[src/rtl/cic_pkg.sv]
// Shared constants and types for the CIC decimator.
package cic_pkg;

	localparam int STAGES      = 4;
	localparam int SAMPLE_BITS = 24;
	localparam int MAX_FACTOR  = 64;

	localparam int ACC_BITS    = 64;
	localparam int HALF_BITS   = ACC_BITS / 2;
	localparam int FACTOR_BITS = 7;
	localparam int GAIN_BITS   = 33;
	localparam int CNT_BITS    = $clog2(MAX_FACTOR);
	localparam int CMP_BITS    = (FACTOR_BITS > CNT_BITS + 1) ? FACTOR_BITS : CNT_BITS + 1;
	localparam int REG_BITS    = 1;
	localparam int CFG_BITS    = GAIN_BITS;

	localparam logic [REG_BITS-1:0] REG_DECIMATION_FACTOR = REG_BITS'(0);
	localparam logic [REG_BITS-1:0] REG_GAIN_CORRECTION   = REG_BITS'(1);

	localparam logic [FACTOR_BITS-1:0] FACTOR_RESET = FACTOR_BITS'(8);
	localparam logic [GAIN_BITS-1:0]   GAIN_RESET   = GAIN_BITS'(1048576);

	// handshake flags moving along the integrator row
	typedef struct packed {
		logic valid;
		logic dump;
	} cic_ctl_t;

endpackage

[src/rtl/cic_comb_cell.sv]
// One comb cell: difference against the previous decimated value.
module cic_comb_cell import cic_pkg::*; (
	input  logic                clk,
	input  logic                arst_n,
	input  logic                in_valid,
	input  logic [ACC_BITS-1:0] in_data,
	output logic                in_ready,
	output logic                out_valid,
	output logic [ACC_BITS-1:0] out_data,
	input  logic                out_ready
);

	logic                valid_q;
	logic [ACC_BITS-1:0] dly_q;
	logic [ACC_BITS-1:0] diff_q;

	assign in_ready = !valid_q || out_ready;

	always_ff @(posedge clk or negedge arst_n) begin
		if (!arst_n) begin
			valid_q <= 1'b0;
			dly_q   <= '0;
		end else if (in_ready) begin
			valid_q <= in_valid;
			if (in_valid) begin
				dly_q <= in_data;
			end
		end
	end

	always_ff @(posedge clk) begin
		if (in_ready && in_valid) begin
			diff_q <= in_data - dly_q;
		end
	end

	assign out_valid = valid_q;
	assign out_data  = diff_q;

endmodule

[config.mk]
export PLATFORM = sky130hd
export DESIGN_NAME = cic_comb_cell
export DESIGN_NICKNAME = d
export VERILOG_FILES = /design/src/rtl/cic_pkg.sv /design/src/rtl/cic_comb_cell.sv
export SDC_FILE = /design/constraint.sdc
export NUM_CORES = 1
export LEC_CHECK = 0
export ABC_AREA = 1
export ABC_CLOCK_PERIOD_IN_PS = 2700
export BUFFER_PORTS_ARGS = -buffer_cell sky130_fd_sc_hd__buf_2
export CAP_MARGIN = 20
export CORE_MARGIN = 2
export CORE_UTILIZATION = 40
export DETAILED_ROUTE_END_ITERATION = 6
export GPL_TIMING_DRIVEN = 0
export HOLD_SLACK_MARGIN = 0.03
export PLACE_DENSITY = 0.65
export SYNTH_ARGS = -nofsm -noshare
export SYNTH_HDL_FRONTEND = slang
export SYNTH_SLANG_ARGS = --single-unit
[constraint.sdc]
create_clock -name clk -period 2.7 [get_ports clk]
set_input_delay 0.135 -clock clk [delete_from_list [all_inputs] [get_ports clk]]
set_output_delay 0.135 -clock clk [all_outputs]
set_load 0.02 [all_outputs]
==> results of run 1 <==
[state kept, by name (all words and copies together) (netlist names)]
name / cells
out_valid: 1
dly_q: 64
out_data: 64
[repair_timing]
| item | 4_1_cts | 5_1_grt |
|---|---|---|
| hold buffers | 65 | 0 |
| setup buffers | 0 | 0 |
| resized for setup | 1 | 2 |
| hold endpoints to repair | 129 | 0 |
| setup endpoints to repair | 72 | 70 |
[through the flow]
stage	worst slack, ns	cell area [um2]	hold WS, ns	TNS, ns
after CTS	0.0902	12700	0.0427	0
after detailed placement	-0.0994	11500	0.339	-5.93
after global routing	0.0546	12700	0.0733	0
final	0.197	12700	0.0537	0
after floorplan	0.255	10400	-0.161	0
after global placement	-0.599	11500	0.364	-42.60
[how the worst min path moves through the flow]
| stage | start | end | slack [ns] | cells after the start |
|---|---|---|---|---|
| 2_1_floorplan | arst_n | dly_q[0]$_DFFE_PN0P_ | -0.16 | 0 |
| 3_3_place_gp | in_data[63] | dly_q[63]$_DFFE_PN0P_ | 0.36 | 3 |
| 3_5_place_dp | arst_n | dly_q[7]$_DFFE_PN0P_ | 0.34 | 1 |
| 4_1_cts | in_data[1] | dly_q[1]$_DFFE_PN0P_ | 0.04 | 3 |
| 5_1_grt | in_data[1] | dly_q[1]$_DFFE_PN0P_ | 0.07 | 3 |
| 6_report | in_data[1] | dly_q[1]$_DFFE_PN0P_ | 0.05 | 3 |
[cells by family (layout without fill, tap and decap cells)]
logic type / Yosys count / count (layout)
fa+ha+maj: 64 / 64
buf+inv: 404 / 633
xor+xnor: 32 / 32
compound gates: 110 / 110
simple gates: 892 / 892
flops: 129 / 129
[power by group through the flow]
stage	clock network, W	registers [W]	logic (W)
3_5_place_dp	0	0.00261	0.00325
5_1_grt	0.00262	0.00260	0.00379
3_3_place_gp	0	0.00260	0.00324
4_1_cts	0.00254	0.00257	0.00335
2_1_floorplan	0	0.00284	0.00198
6_report	0.00250	0.00257	0.00336
[cell usage in the layout (no fill, tap or decap), types with 30 or more instances in the layout]
cell	instances
inv_1	384
dlygate4sd3_1	65
nand2_1	659
nand2_2	30
nor2_1	99
xor2_1	31
dfrtp_1	65
a21oi_1	42
ha_1	63
o21ai_0	65
buf_2	138
nand3_1	48
edfxtp_1	64
[layout make-up]
type	instances	area, um2
multi-input combinational	1098	5310
clock buffer	18	429
fill	2621	12600
inverter	390	1460
sequential	129	3550
clock inverter	13	185
tap	330	413
buffer	14	78.8
timing repair buffer	198	1320
[critical path, cell delays in order, from the launching register on]
cell and delay [ns]:
dfrtp_1 0.38, nand2_1 0.10, nand2_1 0.16, inv_1 0.47
buf_2 0.46, buf_8 0.50
[routing by layer]
metal,up-vias,wire [um],global-route usage [%]
li1,5306,-,-
met3,36,1800,3.75
met5,-,0,0
met4,0,688,6.80
met1,4574,15700,35.6
met2,296,13200,36.5
[synthesized netlist by cell type]
master    instances
a21oi_1          42
dfrtp_1          65
nand2_1         659
fa_1              1
ha_1             63
buf_2             7
nand3_1          48
nand2_2          30
o21ai_0          65
nor3_1           12
clkbuf_1          6
nor3_2            2
inv_1           384
o21bai_2          1
nand4_1          15
nand3_2           6
edfxtp_1         64
clkinv_1          3
xor2_1           31
inv_2             3
o21bai_1          2
nor2_4            2
buf_6             1
nor2_1           99
nor2_2           17
xnor2_1           1
nor4_2            2
==> impl_metrics.env, run 1 <==
export IMPL_worstSkewPairLatency_ns=0.43
export IMPL_fin_skew_ns=0.0122
export IMPL_synth_cell_types=27
export IMPL_n_antenna_cell=0
export IMPL_cts_buffer_depth=2
export IMPL_startpoint="out_valid$_DFFE_PN0N_"
export IMPL_clock_sinks=129
export IMPL_syn_area_per_cell_um2=6.37
export IMPL_dp_cells=2094
export IMPL_ys_ff_latch=129
export IMPL_total_power_w=0.00843
export IMPL_synth_simple_area_share_pct=35.2
export IMPL_p_sw_share_pct=39.5
export IMPL_syn_inst=1631
export IMPL_setup_viol=0
export IMPL_synth_xor_area_share_pct=2.70
export IMPL_synth_area_um2=10400
export IMPL_hold_path_class="input pin to flip-flop"
export IMPL_combPwrFrac_pct=39.9
export IMPL_period_needed_ns=2.50
export IMPL_drt_total_wl_um=31400
export IMPL_drt_pass1_iter_count=5
export IMPL_post_route_util_pct=50.3
export IMPL_worst_pin_slew_ns=0.918
export IMPL_finalHoldViolCount=0
export IMPL_cp_start_kind="flip-flop"
export IMPL_maxSlewHeadroom_pct=38.8
export IMPL_cellLeakagePower_nw=7.30
export IMPL_clockPowerShare_pct=29.6
export IMPL_core_um2=25300
export IMPL_grt_overflow=0
export IMPL_vias_per_cell=4.66
export IMPL_die_area_um2=27300
export IMPL_cts_htree_levels=4
export IMPL_synth_mux_area_share_pct=0
export IMPL_die_width_um=165
export IMPL_finalNetCount=1980
export IMPL_power_density_nw_per_um2=661
export IMPL_cp_endpoint="out_data[48]$_DFFE_PP_"
export IMPL_arrival_ns=2.56
export IMPL_max_cap_violations=0
export IMPL_r2r_setup_slack_ns=0.20
export IMPL_synth_top_area_share_pct=23.8
export IMPL_rows=58
export IMPL_start_util_pct=41.0
export IMPL_yosys_warnings=0
export IMPL_critical_path_class="flip-flop to flip-flop"
export IMPL_synth_nets=1763
export IMPL_fin_crit_sh_pct=92.7
export IMPL_p_int_w=0.00510
export IMPL_avgRoutedWirePerCell_um=14.3
export IMPL_clk_pin_slew_ns=0.06
export IMPL_grt_use_total_pct=24.1
export IMPL_tritoncts="done"
export IMPL_synth_top_cell_by_area="nand2_1"
export IMPL_final_antenna_net_count=0
export IMPL_grt_pass1_vias=9729
export IMPL_antenna_found_initial=0
export IMPL_outcome="completed"
export IMPL_rsz0062_at_grt="false"
export IMPL_end_kind="flip-flop"
export IMPL_r2r_end="out_data[48]$_DFFE_PP_"
export IMPL_dpl_hpwl_um=25000
export IMPL_grt_pass1_wl_um=50200
export IMPL_root_buffer="clkbuf_16"
export IMPL_cp_required_ns=2.76
export IMPL_fmax_ghz=0.400
export IMPL_gp_congestion=0.922
export IMPL_grt_max_degree=74
export IMPL_port_buffer_count=133
export IMPL_pin_count=134
export IMPL_cts_buffers=17
export IMPL_yosys_area_share_adder_pct=7.78
export IMPL_crit_reg2reg_launch="out_valid$_DFFE_PN0N_"
export IMPL_die_height_um=165
export IMPL_share_seq_of_total_power_pct=30.5
export IMPL_yosysSeqAreaShare_pct=34.1
export IMPL_yosys_top_cells_area="nand2_1 24%, edfxtp_1 18%, dfrtp_1 16%"
export IMPL_drive_gt1_share_pct=12.5
export IMPL_p_switching_w=0.00333
export IMPL_final_cells=2190
export IMPL_ff2ff_path_depth=5
export IMPL_synth_top_family_by_area="simple AND/OR/NAND/NOR gates"
export IMPL_irDropWorstVdd_uv=398
export IMPL_drc=0
export IMPL_drt_initial_drc_count=783
export IMPL_finalMaxSlewViolations=0
export IMPL_vias=10200
export IMPL_synth_compound_area_share_pct=5.41
export IMPL_area_growth_pct=22.7
export IMPL_cp_max_fo=73
Note: power is estimated with default switching activity, not from simulation.
==> run 2, diff against run 1 <==
Settings changed: BUFFER_PORTS_ARGS -buffer_cell sky130_fd_sc_hd__buf_2 to unset, DONT_BUFFER_PORTS set to 1, PLACE_DENSITY 0.65 to 0.6.
==> impl_metrics.env, run 2 (synthesis results as in run 1) <==
export IMPL_irDropWorstVdd_uv=349
export IMPL_post_route_util_pct=47.6
export IMPL_grt_overflow=0
export IMPL_total_power_w=0.00794
export IMPL_gp_congestion=0.924
export IMPL_grt_pass1_wl_um=49900
export IMPL_placed_area_um2=10800
export IMPL_power_density_nw_per_um2=658
export IMPL_slowest_delay_ns=0.45
export IMPL_grt_use_total_pct=24.2
export IMPL_antenna_found_initial=0
export IMPL_critical_path_class="flip-flop to flip-flop"
export IMPL_cellLeakagePower_nw=6.75
export IMPL_maxSlewHeadroom_pct=66.9
export IMPL_final_antenna_net_count=0
export IMPL_max_cap_violations=0
export IMPL_fin_crit_sh_pct=91.7
export IMPL_die_area_um2=27300
export IMPL_port_buffer_count=0
export IMPL_worst_pin_slew_ns=0.496
export IMPL_r2r_end="out_data[29]$_DFFE_PP_"
export IMPL_hold_path_class="input pin to flip-flop"
export IMPL_cp_start_kind="flip-flop"
export IMPL_avgRoutedWirePerCell_um=15.4
export IMPL_drive_gt1_share_pct=5.89
export IMPL_finalMaxSlewViolations=0
export IMPL_whs_endpoint="out_valid$_DFFE_PN0N_"
export IMPL_drt_total_wl_um=31800
export IMPL_drt_pass1_iter_count=5
export IMPL_crit_family="buffers and inverters"
export IMPL_cts_htree_levels=4
export IMPL_final_cell_mix="659 x nand2_1, 384 x inv_1, 99 x nor2_1, 68 x dlygate4sd3_1"
export IMPL_drt_initial_drc_count=887
export IMPL_n_antenna_cell=0
export IMPL_cts_setup_buffers=0
export IMPL_clock_sinks=129
export IMPL_path_buf_inv=3
export IMPL_root_buffer="clkbuf_16"
export IMPL_cp_required_ns=2.78
export IMPL_dpl_hpwl_um=25000
export IMPL_critPathSlowestCell="dfrtp_1"
export IMPL_core_um2=25300
export IMPL_cp_max_fo=73
export IMPL_cts_buffers=17
export IMPL_rsz0062_at_grt="false"
export IMPL_pin_count=134
export IMPL_clk_pin_slew_ns=0.06
export IMPL_rows=58
export IMPL_period_needed_ns=2.48
export IMPL_final_common_cell="nand2_1"
export IMPL_grt_max_degree=74
export IMPL_vias_per_cell=4.69
export IMPL_drc=0
export IMPL_fin_area_um2=12100
export IMPL_ff2ff_path_depth=5
export IMPL_tritoncts="done"
export IMPL_r2r_setup_slack_ns=0.22
export IMPL_grt_pass1_vias=9374
export IMPL_worstSkewPairLatency_ns=0.43
export IMPL_cts_buffer_depth=2
export IMPL_arrival_ns=2.56
export IMPL_start_util_pct=41.0
export IMPL_hold_path_startpoint="out_ready"
export IMPL_tns_ns=0
export IMPL_fmax_ghz=0.404
export IMPL_vias=9681
export IMPL_finalNetCount=1851
export IMPL_crit_reg2reg_launch="out_valid$_DFFE_PN0N_"
export IMPL_cp_cell_sequence="nand2_1 > nand2_1 > inv_1 > buf_2 > buf_12"
export IMPL_end_kind="flip-flop"
export IMPL_cpMostUsedCell="nand2_1"
export IMPL_area_growth_pct=16.1
export IMPL_finalHoldViolCount=0
export IMPL_setup_viol=0
export IMPL_die_height_um=165
export IMPL_min_delay_path_depth=3
export IMPL_die_width_um=165
export IMPL_fin_skew_ns=0.00946
export IMPL_outcome="completed"
==> run 2: cell count changes in the layout (fill, tap and decap cells not counted), moves of 2 or more <==
cell	change
dlygate4sd3_1	+3
clkinv_2	+2
clkinvlp_4	+4
bufinv_16	-4
buf_2	-132
==> run 2: stage by stage <==
| step | hold slack (ns) | setup WS [ns] | instances |
|---|---|---|---|
| 3_3_place_gp | -0.158 | -0.716 | 1961 |
| 4_1_cts | 0.0319 | 0.0333 | 2062 |
| 6_report | 0.0385 | 0.224 | 2062 |
| 5_1_grt | 0.0554 | 0.0616 | 2062 |
| 3_5_place_dp | -0.157 | -0.260 | 1961 |
| 2_1_floorplan | -0.161 | 0.255 | 1631 |
==> run 2: final cells by class <==
type,count,area [um2]
plain buffers,14,83.8
clock buffers,19,443
clock inverters,13,90.1
fillers,2626,13300
inverters,390,1460
multi-input cells,1098,5310
flip-flops and latches,129,3550
well taps,330,413
repair buffers,69,708
==> run 2: power breakdown <==
group	total [W]	leakage (nW)	internal [W]	switching (W)
clock network	0.00218	0.245	0.00119	0.000990
logic	0.00292	5.10	0.000929	0.00199
registers	0.00283	1.41	0.00251	0.000325
==> run 2: worst reg2reg max path, delay by kind of cell (launching register included) <==
kind	cells	cell delay, ns
flip-flops	1	0.45
buffers and inverters	3	1.18
AND/OR/NAND/NOR	2	0.44
==> run 2: how the worst max path moves through the flow <==
stage | startpoint | endpoint | slack [ns] | cells after the start
floorplan | out_valid$_DFFE_PN0N_ | out_data[0]$_DFFE_PP_ | 0.26 | 5
detailed placement | out_valid$_DFFE_PN0N_ | out_data[60]$_DFFE_PP_ | -0.26 | 5
global placement | out_valid$_DFFE_PN0N_ | out_data[60]$_DFFE_PP_ | -0.72 | 5
finish | out_valid$_DFFE_PN0N_ | out_data[29]$_DFFE_PP_ | 0.22 | 5
CTS | out_valid$_DFFE_PN0N_ | out_data[29]$_DFFE_PP_ | 0.03 | 5
global route | out_valid$_DFFE_PN0N_ | out_data[29]$_DFFE_PP_ | 0.06 | 5
==> run 2: repair_timing <==
item / 4_1_cts / 5_1_grt
hold endpoints to repair: 131 / 0
resized for setup: 2 / 1
setup endpoints to repair: 73 / 70
hold buffers: 69 / 0
pin swaps: 0 / 0
==> run 2: per-layer routing <==
metal	vias up	part of all wire (%)	GRT usage, %
met5	-	0	0
met4	0	1.9	6.72
met3	35	6.3	3.75
met2	276	42	36.5
met1	4325	50	35.8
li1	5045	-	-
