$ cat src/rtl/cic_pkg.sv
// Shared constants and types for the CIC decimator.
package cic_pkg;

	localparam int STAGES      = 4;
	localparam int SAMPLE_BITS = 24;
	localparam int MAX_FACTOR  = 64;

	localparam int ACC_BITS    = 64;
	localparam int HALF_BITS   = ACC_BITS / 2;
	localparam int FACTOR_BITS = 7;
	localparam int GAIN_BITS   = 33;
	localparam int CNT_BITS    = $clog2(MAX_FACTOR);
	localparam int CMP_BITS    = (FACTOR_BITS > CNT_BITS + 1) ? FACTOR_BITS : CNT_BITS + 1;
	localparam int REG_BITS    = 1;
	localparam int CFG_BITS    = GAIN_BITS;

	localparam logic [REG_BITS-1:0] REG_DECIMATION_FACTOR = REG_BITS'(0);
	localparam logic [REG_BITS-1:0] REG_GAIN_CORRECTION   = REG_BITS'(1);

	localparam logic [FACTOR_BITS-1:0] FACTOR_RESET = FACTOR_BITS'(8);
	localparam logic [GAIN_BITS-1:0]   GAIN_RESET   = GAIN_BITS'(1048576);

	// handshake flags moving along the integrator row
	typedef struct packed {
		logic valid;
		logic dump;
	} cic_ctl_t;

endpackage

$ cat src/rtl/cic_integ_cell.sv
// One integrator cell: wrapping accumulator that forwards its new sum.
module cic_integ_cell import cic_pkg::*; (
	input  logic                clk,
	input  logic                arst_n,
	input  cic_ctl_t            in_ctl,
	input  logic [ACC_BITS-1:0] in_data,
	output logic                in_ready,
	output cic_ctl_t            out_ctl,
	output logic [ACC_BITS-1:0] out_data,
	input  logic                out_ready
);

	logic                valid_q;
	logic                dump_q;
	logic [ACC_BITS-1:0] acc_q;

	assign in_ready = !valid_q || out_ready;

	always_ff @(posedge clk or negedge arst_n) begin
		if (!arst_n) begin
			valid_q <= 1'b0;
			dump_q  <= 1'b0;
			acc_q   <= '0;
		end else if (in_ready) begin
			valid_q <= in_ctl.valid;
			dump_q  <= in_ctl.dump;
			if (in_ctl.valid) begin
				acc_q <= acc_q + in_data;
			end
		end
	end

	assign out_ctl.valid = valid_q;
	assign out_ctl.dump  = dump_q;
	assign out_data      = acc_q;

endmodule

$ cat config.mk
export PLATFORM = sky130hd
export DESIGN_NAME = cic_integ_cell
export DESIGN_NICKNAME = d
export VERILOG_FILES = /design/src/rtl/cic_pkg.sv /design/src/rtl/cic_integ_cell.sv
export SDC_FILE = /design/constraint.sdc
export NUM_CORES = 1
export LEC_CHECK = 0
export BUFFER_PORTS_ARGS = -buffer_cell sky130_fd_sc_hd__buf_2
export CORE_MARGIN = 5
export CORE_UTILIZATION = 50
export CTS_BUF_LIST = sky130_fd_sc_hd__clkbuf_2
export CTS_CLUSTER_DIAMETER = 150
export DETAILED_ROUTE_END_ITERATION = 8
export GPL_ROUTABILITY_DRIVEN = 0
export MAX_ROUTING_LAYER = met4
export PLACE_DENSITY = 0.74
export SLEW_MARGIN = 20
export SYNTH_ARGS = -nofsm -noshare
export SYNTH_HDL_FRONTEND = slang
export SYNTH_SLANG_ARGS = --single-unit
$ cat constraint.sdc
create_clock -name clk -period 4.8 [get_ports clk]
set_input_delay 0.24 -clock clk [delete_from_list [all_inputs] [get_ports clk]]
set_output_delay 0.24 -clock clk [all_outputs]
set_load 0.05 [all_outputs]
==> reports/summary.txt, run 1 <==
Status -> completed
Die area -> 15,100 sq um
Mapped Cells -> 812
Clk pwr share -> 6.0%
Post-synth ARST share -> 100%
Worst endpoint required time -> 5.20 ns
IO Pins -> 136
Clk Latency, worst-skew pair -> 0.55 ns
Least-Margin Pin Slew -> 0.720 ns
Crit path launch -> out_data[0]
Synth top area cells -> dfrtp_1, ha_1, nand2_1
CTS tree -> done
Initial Utilization -> 50.8%
Seq/Total Area, Yosys -> 25.9%
Post-DP HPWL -> 13,800 um
Number of antenna-violating nets in the routed design -> 0
Crit Path Max Fanout -> 6
Setup crit start kind -> flip-flop
Die X -> 123 um
RSZ-0062 raised after global routing -> no
Synth Net Count -> 945
Area fraction of the dominant cell type after synthesis -> 25.9%
Layout cell share with drive strength beyond 1 -> 18.2%
Comb pwr share -> 75.5%
Sink Count -> 66
Post-synthesis cell area -> 6380 sq um
Layout area overhead -> 13.7%
Max_cap viols -> 0
Slack of the critical path -> 1.47 ns
Clk root buf -> clkbuf_2
Vias per inst -> 5.78
Final setup violation count -> 0
CTS clk-pin slew, worst paths -> 0.21 ns
DRC viols -> 0
Power Internal -> 2.37 mW
Ys flop type -> dfrtp_1
Crit share post-route -> 69.3%
Number of global-route vias before repair -> 6,121
#FFs+latches synth -> 66
Slew margin rel. -> 52.0%
CTS Buffer Depth -> 2
Grt ovf -> 0
Yosys warnings -> 0
Drt pass-1 iters -> 5
R2r worst-path depth -> 11
DRT iter0 DRCs -> 440
I/O Buffers -> 135
FF-to-FF Start -> out_data[0]
Syn Area/Cell -> 7.86 sq um
Vias -> 6,346
ANT cells -> 0
Flop pwr share -> 18.5%
Leak -> 3.43 nW
Initial antenna violation count -> 0
Psw -> 3.35 mW
Post-synth EDFFs -> 0
P per Cell Area -> 788 nW/um^2
Row cnt -> 41
All-Layer GR Usage -> 24.7%
Core area -> 12,600 sq um
Critical R2R Capture -> out_data[58]
Final setup TNS -> 0 ns
Worst reg-to-reg setup slack -> 1.47 ns
Critical path data arrival time -> 3.73 ns
Average wire per standard cell -> 16.1 um
Synth cell types -> 70
Pre-CTS setup slack -> 1.55 ns
Peak VDD IR -> 0.338 mV
Worst Hold Class -> in2reg
Slew Limit Fails -> 0
Largest net degree at the start of global routing -> 77
Final Skew -> 0.0298 ns
Final hold violation count -> 0
Worst setup endpoint -> out_data[58]
Num CTS Buffers -> 9
Nets@finish -> 1,053
First-pass GRT wire length -> 29,400 um
Crit path kind -> reg2reg
Height of the die -> 123 um
Switching Share -> 58.6%
Upper clock frequency limit -> 301 MHz
Leading area contributor after synthesis -> dfrtp_1
Min cycle time layout -> 3.33 ns
Routed Wire Length -> 17,700 um
H-tree levels -> 3
Worst Setup End Kind -> flip-flop
## sequential cells by signal, indices dropped and copies added, names as in the netlist
name,cells
out_data,64
valid_q,1
dump_q,1
## power by group through the flow
stage | Combinational [mW] | Clock (mW) | Sequential, mW
after global placement | 4.25 | 0 | 1.06
after floorplan | 2.48 | 0 | 1.93
after global routing | 4.74 | 0.376 | 1.10
after detailed placement | 4.28 | 0 | 1.07
final | 4.32 | 0.343 | 1.06
after CTS | 4.30 | 0.356 | 1.06
## cells in the mapped netlist, types with 3 or more instances
cell / n
a211oi_1: 8
a21o_1: 34
or3_1: 4
nand3_1: 14
o21bai_1: 14
a21boi_0: 3
dfrtp_1: 66
a31oi_1: 8
o21ai_0: 54
a221oi_1: 4
clkbuf_1: 33
and3_1: 12
o211ai_1: 10
nor2_1: 45
nand2_1: 120
ha_1: 63
a21oi_1: 80
and2_1: 6
xnor2_1: 26
nand4_1: 23
o21ai_1: 35
nor2b_1: 8
a21boi_1: 3
inv_1: 13
nor3_1: 11
o311ai_1: 5
and4_1: 3
o2111ai_1: 3
nor4b_1: 3
a311o_1: 3
buf_1: 3
o31ai_1: 5
xor2_1: 19
a211o_1: 4
mux2i_1: 3
o21a_1: 10
nand2b_1: 9
buf_2: 6
## cell usage in the layout (no fill, tap or decap), types with 4 or more instances in the layout
| master | instances |
|---|---|
| and2_1 | 6 |
| nor2_1 | 45 |
| nand2b_1 | 9 |
| xnor2_1 | 26 |
| o311ai_1 | 5 |
| o21ai_0 | 54 |
| o211ai_1 | 10 |
| and3_1 | 12 |
| a221oi_1 | 4 |
| nor3_1 | 11 |
| a31oi_1 | 8 |
| o21ai_1 | 35 |
| o21a_1 | 10 |
| o31ai_1 | 5 |
| clkbuf_2 | 10 |
| nand4_1 | 23 |
| clkinv_2 | 4 |
| a211oi_1 | 8 |
| inv_1 | 13 |
| nor2b_1 | 8 |
| a21o_1 | 34 |
| ha_1 | 63 |
| xor2_1 | 19 |
| o21bai_1 | 14 |
| dfrtp_1 | 66 |
| or3_1 | 4 |
| dlygate4sd3_1 | 4 |
| nand3_1 | 14 |
| buf_2 | 135 |
| a211o_1 | 4 |
| a21oi_1 | 80 |
| nand2_1 | 119 |
## worst max-delay path: stages (launching register included)
cell and delay [ns]:
dfrtp_1 0.45, ha_1 0.22, fa_1 0.43, a211oi_1 0.41
o21ai_1 0.17, a21oi_2 0.27, o31ai_4 0.13, a31oi_2 0.33
o21a_1 0.25, a21o_1 0.26, o31a_1 0.17, o311ai_1 0.08
## logic make-up (layout without fill, tap and decap cells)
| group | Yosys count | after routing | share of synthesized area, % |
|---|---|---|---|
| mux | 4 | 4 | 0.647 |
| flops | 66 | 66 | 25.9 |
| fa+ha+maj | 64 | 64 | 12.7 |
| xor+xnor | 45 | 45 | 6.18 |
| compound gates | 303 | 303 | 30.5 |
| buf+inv | 58 | 171 | 3.76 |
| simple gates | 272 | 272 | 20.3 |
## repair_timing
item                                    4_1_cts  5_1_grt
endpoints found under the hold margin        28        0
resized for setup                             0        0
endpoints found under the setup margin        0        0
buffers inserted                              0        0
hold buffers                                  4        0
## layer usage
metal / part of all wire (%) / vias up / track usage [%]
li1: - / 3216 / -
met1: 47 / 2914 / 33.7
met2: 46 / 196 / 38.9
met3: 5.0 / 20 / 3.11
met4: 1.5 / 0 / 7.06
met5: 0 / - / -
## worst min-delay path by stage
stage,from,depth (start not counted),end
4_1_cts,in_data[1],4,out_data[1]
2_1_floorplan,arst_n,0,dump_q
6_report,in_data[1],4,out_data[1]
3_5_place_dp,arst_n,1,out_data[0]
5_1_grt,in_data[1],4,out_data[1]
3_3_place_gp,arst_n,1,out_data[2]
## final cells by class
cell class                      count  area [sq um]
Fill cell                        1173          5310
Tap cell                          172           215
Inverter                           13          48.8
Clock buffer                       10          50.0
Clock inverter                      6          57.6
Timing Repair Buffer              142           738
Sequential cell                    66          1650
Multi-Input combinational cell    688          4500
## stage by stage
step / total power, mW / hold WS [ns] / instances / utilization (%) / instance area [sq um]
after global routing: 6.22 / 0.0425 / 1097 / 57.8 / 7260
after floorplan: 4.41 / -0.0556 / 812 / - / 6380
after detailed placement: 5.35 / 0.294 / 1077 / 56.6 / 7110
after CTS: 5.71 / 0.0157 / 1097 / 57.8 / 7260
after global placement: 5.31 / 0.298 / 1077 / 56.6 / 7110
final: 5.72 / 0.0703 / 1097 / 57.8 / 7260
Note: power is estimated with default switching activity, not from simulation.
==> inputs of run 2 (changes only) <==
--- a/config.mk
+++ b/config.mk
@@ -13,7 +13,7 @@
 export DETAILED_ROUTE_END_ITERATION = 8
 export GPL_ROUTABILITY_DRIVEN = 0
 export MAX_ROUTING_LAYER = met4
-export PLACE_DENSITY = 0.74
+export PLACE_DENSITY = 0.77
 export SLEW_MARGIN = 20
 export SYNTH_ARGS = -nofsm -noshare
 export SYNTH_HDL_FRONTEND = slang
==> constraint.sdc (replaced) <==
create_clock -name clk -period 3 [get_ports clk]
set_input_delay 0.15 -clock clk [delete_from_list [all_inputs] [get_ports clk]]
set_output_delay 0.15 -clock clk [all_outputs]
set_load 0.05 [all_outputs]
==> reports/summary.txt, run 2 (synthesis gave the netlist of run 1 again) <==
Max reg flops -> 64 (unchanged)
Height of the die -> 123 um (unchanged)
Setup crit start kind -> flip-flop (unchanged)
Grt ovf -> 0 (unchanged)
Crit share post-route -> 95.6% (was 69.3%)
Pre-CTS setup slack -> -0.0923 ns (was 1.55 ns)
Leak -> 3.53 nW (was 3.43 nW)
Critical path data arrival time -> 3.33 ns (was 3.73 ns)
Crit-path cells -> ha_1 > nand3_2 > o211ai_1 > a21oi_1 > a21bo_2 > nand4_1 > nand4b_1 > nand4_1 > a2111o_1 > o211ai_1 (was ha_1 > fa_1 > a211oi_1 > o21ai_1 > a21oi_2 > o31ai_4 > a31oi_2 > o21a_1 > a21o_1 > o31a_1 > o311ai_1)
H-tree levels -> 3 (unchanged)
Comb pwr share -> 76.1% (was 75.5%)
Crit Path Max Fanout -> 5 (was 6)
Initial Utilization -> 50.8% (unchanged)
Power Internal -> 3.94 mW (was 2.37 mW)
CP delay by family, top -> compound AO/OA/AOI/OAI gates (unchanged)
Average wire per standard cell -> 16.2 um (was 16.1 um)
All-Layer GR Usage -> 24.6% (was 24.7%)
Largest net degree at the start of global routing -> 57 (was 77)
ANT cells -> 0 (unchanged)
CTS Buffer Depth -> 2 (unchanged)
Clk pwr share -> 5.7% (was 6.0%)
Max_cap viols -> 0 (unchanged)
Final hold violation count -> 0 (unchanged)
Peak VDD IR -> 0.555 mV (was 0.338 mV)
DRC viols -> 0 (unchanged)
Clk root buf -> clkbuf_2 (unchanged)
Max incr delay on CP -> 0.45 ns (about the same)
P per Cell Area -> 1260 nW/um^2 (was 788 nW/um^2)
Die X -> 123 um (unchanged)
Worst Hold Class -> in2reg (unchanged)
Layout cell share with drive strength beyond 1 -> 20.8% (was 18.2%)
Total Power -> 9.41 mW (was 5.72 mW)
Final Skew -> 0.0343 ns (was 0.0298 ns)
Critical path's slowest cell -> dfrtp_1 (unchanged)
I/O Buffers -> 135 (unchanged)
RSZ-0062 raised after global routing -> yes (was no)
Upper clock frequency limit -> 349 MHz (was 301 MHz)
Number of global-route vias before repair -> 6,144 (was 6,121)
Initial antenna violation count -> 0 (unchanged)
Worst endpoint required time -> 3.46 ns (was 5.20 ns)
CTS tree -> done (unchanged)
Switching Share -> 58.1% (was 58.6%)
Die area -> 15,100 sq um (unchanged)
Slack of the critical path -> 0.133 ns (was 1.47 ns)
Num CTS Buffers -> 9 (unchanged)
Status -> completed (unchanged)
Row cnt -> 41 (unchanged)
Core area -> 12,600 sq um (unchanged)
Psw -> 5.47 mW (was 3.35 mW)
Critical path buffers and inverters -> 0 (unchanged)
Nets@finish -> 1,072 (was 1,053)
Crit path kind -> reg2reg (unchanged)
Most frequent cells in the layout -> buf_2, nand2_1, a21oi_1 (unchanged)
IO Pins -> 136 (unchanged)
Vias -> 6,545 (was 6,346)
Flop pwr share -> 18.1% (was 18.5%)
Routed Wire Length -> 18,000 um (was 17,700 um)
Sink Count -> 66 (unchanged)
Number of antenna-violating nets in the routed design -> 0 (unchanged)
First-pass GRT wire length -> 29,000 um (was 29,400 um)
Most common cell after layout, fill and taps aside -> buf_2 (unchanged)
Min cycle time layout -> 2.87 ns (was 3.33 ns)
Slew margin rel. -> 48.5% (was 52.0%)
DRT iter0 DRCs -> 433 (was 440)
Final setup violation count -> 0 (unchanged)
Slew Limit Fails -> 0 (unchanged)
Clk Latency, worst-skew pair -> 0.57 ns (was 0.55 ns)
Layout area overhead -> 17.3% (was 13.7%)
Least-Margin Pin Slew -> 0.772 ns (was 0.720 ns)
Vias per inst -> 5.87 (was 5.78)
Worst Setup End Kind -> flip-flop (unchanged)
Post-DP HPWL -> 14,200 um (was 13,800 um)
Drt pass-1 iters -> 5 (unchanged)
CTS clk-pin slew, worst paths -> 0.18 ns (was 0.21 ns)
[run 2: per-stage QoR]
| step | instance area, sq um | setup TNS, ns | utilization (%) | std cells | hold WS, ns |
|---|---|---|---|---|---|
| floorplan | 6380 | 0 | - | 812 | -0.146 |
| CTS | 7430 | -0.00385 | 59.1 | 1114 | 0.0484 |
| global placement | 7240 | 0 | 57.6 | 1092 | 0.264 |
| finish | 7490 | 0 | 59.6 | 1115 | 0.0718 |
| global route | 7490 | -0.0204 | 59.6 | 1115 | 0.0762 |
| detailed placement | 7240 | -0.522 | 57.6 | 1092 | 0.265 |
[run 2: worst reg2reg max path, stage by stage, from the launching register on]
cell	delay [ns]
dfrtp_1	0.45
ha_1	0.38
nand3_2	0.13
o211ai_1	0.28
a21oi_1	0.10
a21bo_2	0.25
nand4_1	0.12
nand4b_1	0.27
nand4_1	0.27
a2111o_1	0.43
o211ai_1	0.10
[run 2: layer usage]
| metal | track usage (%) | share of wire, % | wire [um] | up-vias |
|---|---|---|---|---|
| li1 | - | - | - | 3257 |
| met1 | 32.4 | 46 | 8270 | 3020 |
| met2 | 38.6 | 45 | 8210 | 223 |
| met3 | 3.16 | 6.1 | 1090 | 45 |
| met4 | 9.62 | 2.6 | 469 | 0 |
| met5 | - | 0 | 0 | - |
[run 2: final timing paths]
kind / start / endpoint / slack (ns) / cells after the start
max in group asynchronous: arst_n / out_data[18] / 2.06 / 3
worst min-delay path: in_data[3] / out_data[4] / 0.07 / 4
worst min register to register: out_data[0] / out_data[0] / 0.53 / 2
min in group asynchronous: arst_n / out_data[11] / 0.18 / 2
worst max-delay path: out_data[7] / out_data[45] / 0.13 / 10
worst max register to register: out_data[7] / out_data[45] / 0.13 / 10
[run 2: power groups by stage]
stage / logic (mW) / clock network (mW) / registers, mW
floorplan: 3.97 / 0 / 3.09
global placement: 6.90 / 0 / 1.70
detailed placement: 6.97 / 0 / 1.72
CTS: 7.03 / 0.559 / 1.70
global route: 7.78 / 0.595 / 1.77
finish: 7.16 / 0.540 / 1.71
[run 2: final cells by class]
| cell class | instances | area [sq um] |
|---|---|---|
| Sequential cell | 66 | 1650 |
| Fill cell | 1185 | 5080 |
| Multi-Input combinational cell | 688 | 4570 |
| Inverter | 13 | 48.8 |
| Clock inverter | 4 | 43.8 |
| Timing Repair Buffer | 161 | 901 |
| Clock buffer | 11 | 55.1 |
| Tap cell | 172 | 215 |
[run 2: timing repair]
action | in CTS | in global routing
pin swaps | 2 | 6
endpoints found under the hold margin | 34 | 0
setup buffers | 0 | 1
hold buffers | 7 | 0
gates resized for setup | 3 | 11
setup endpoints to repair | 10 | 17
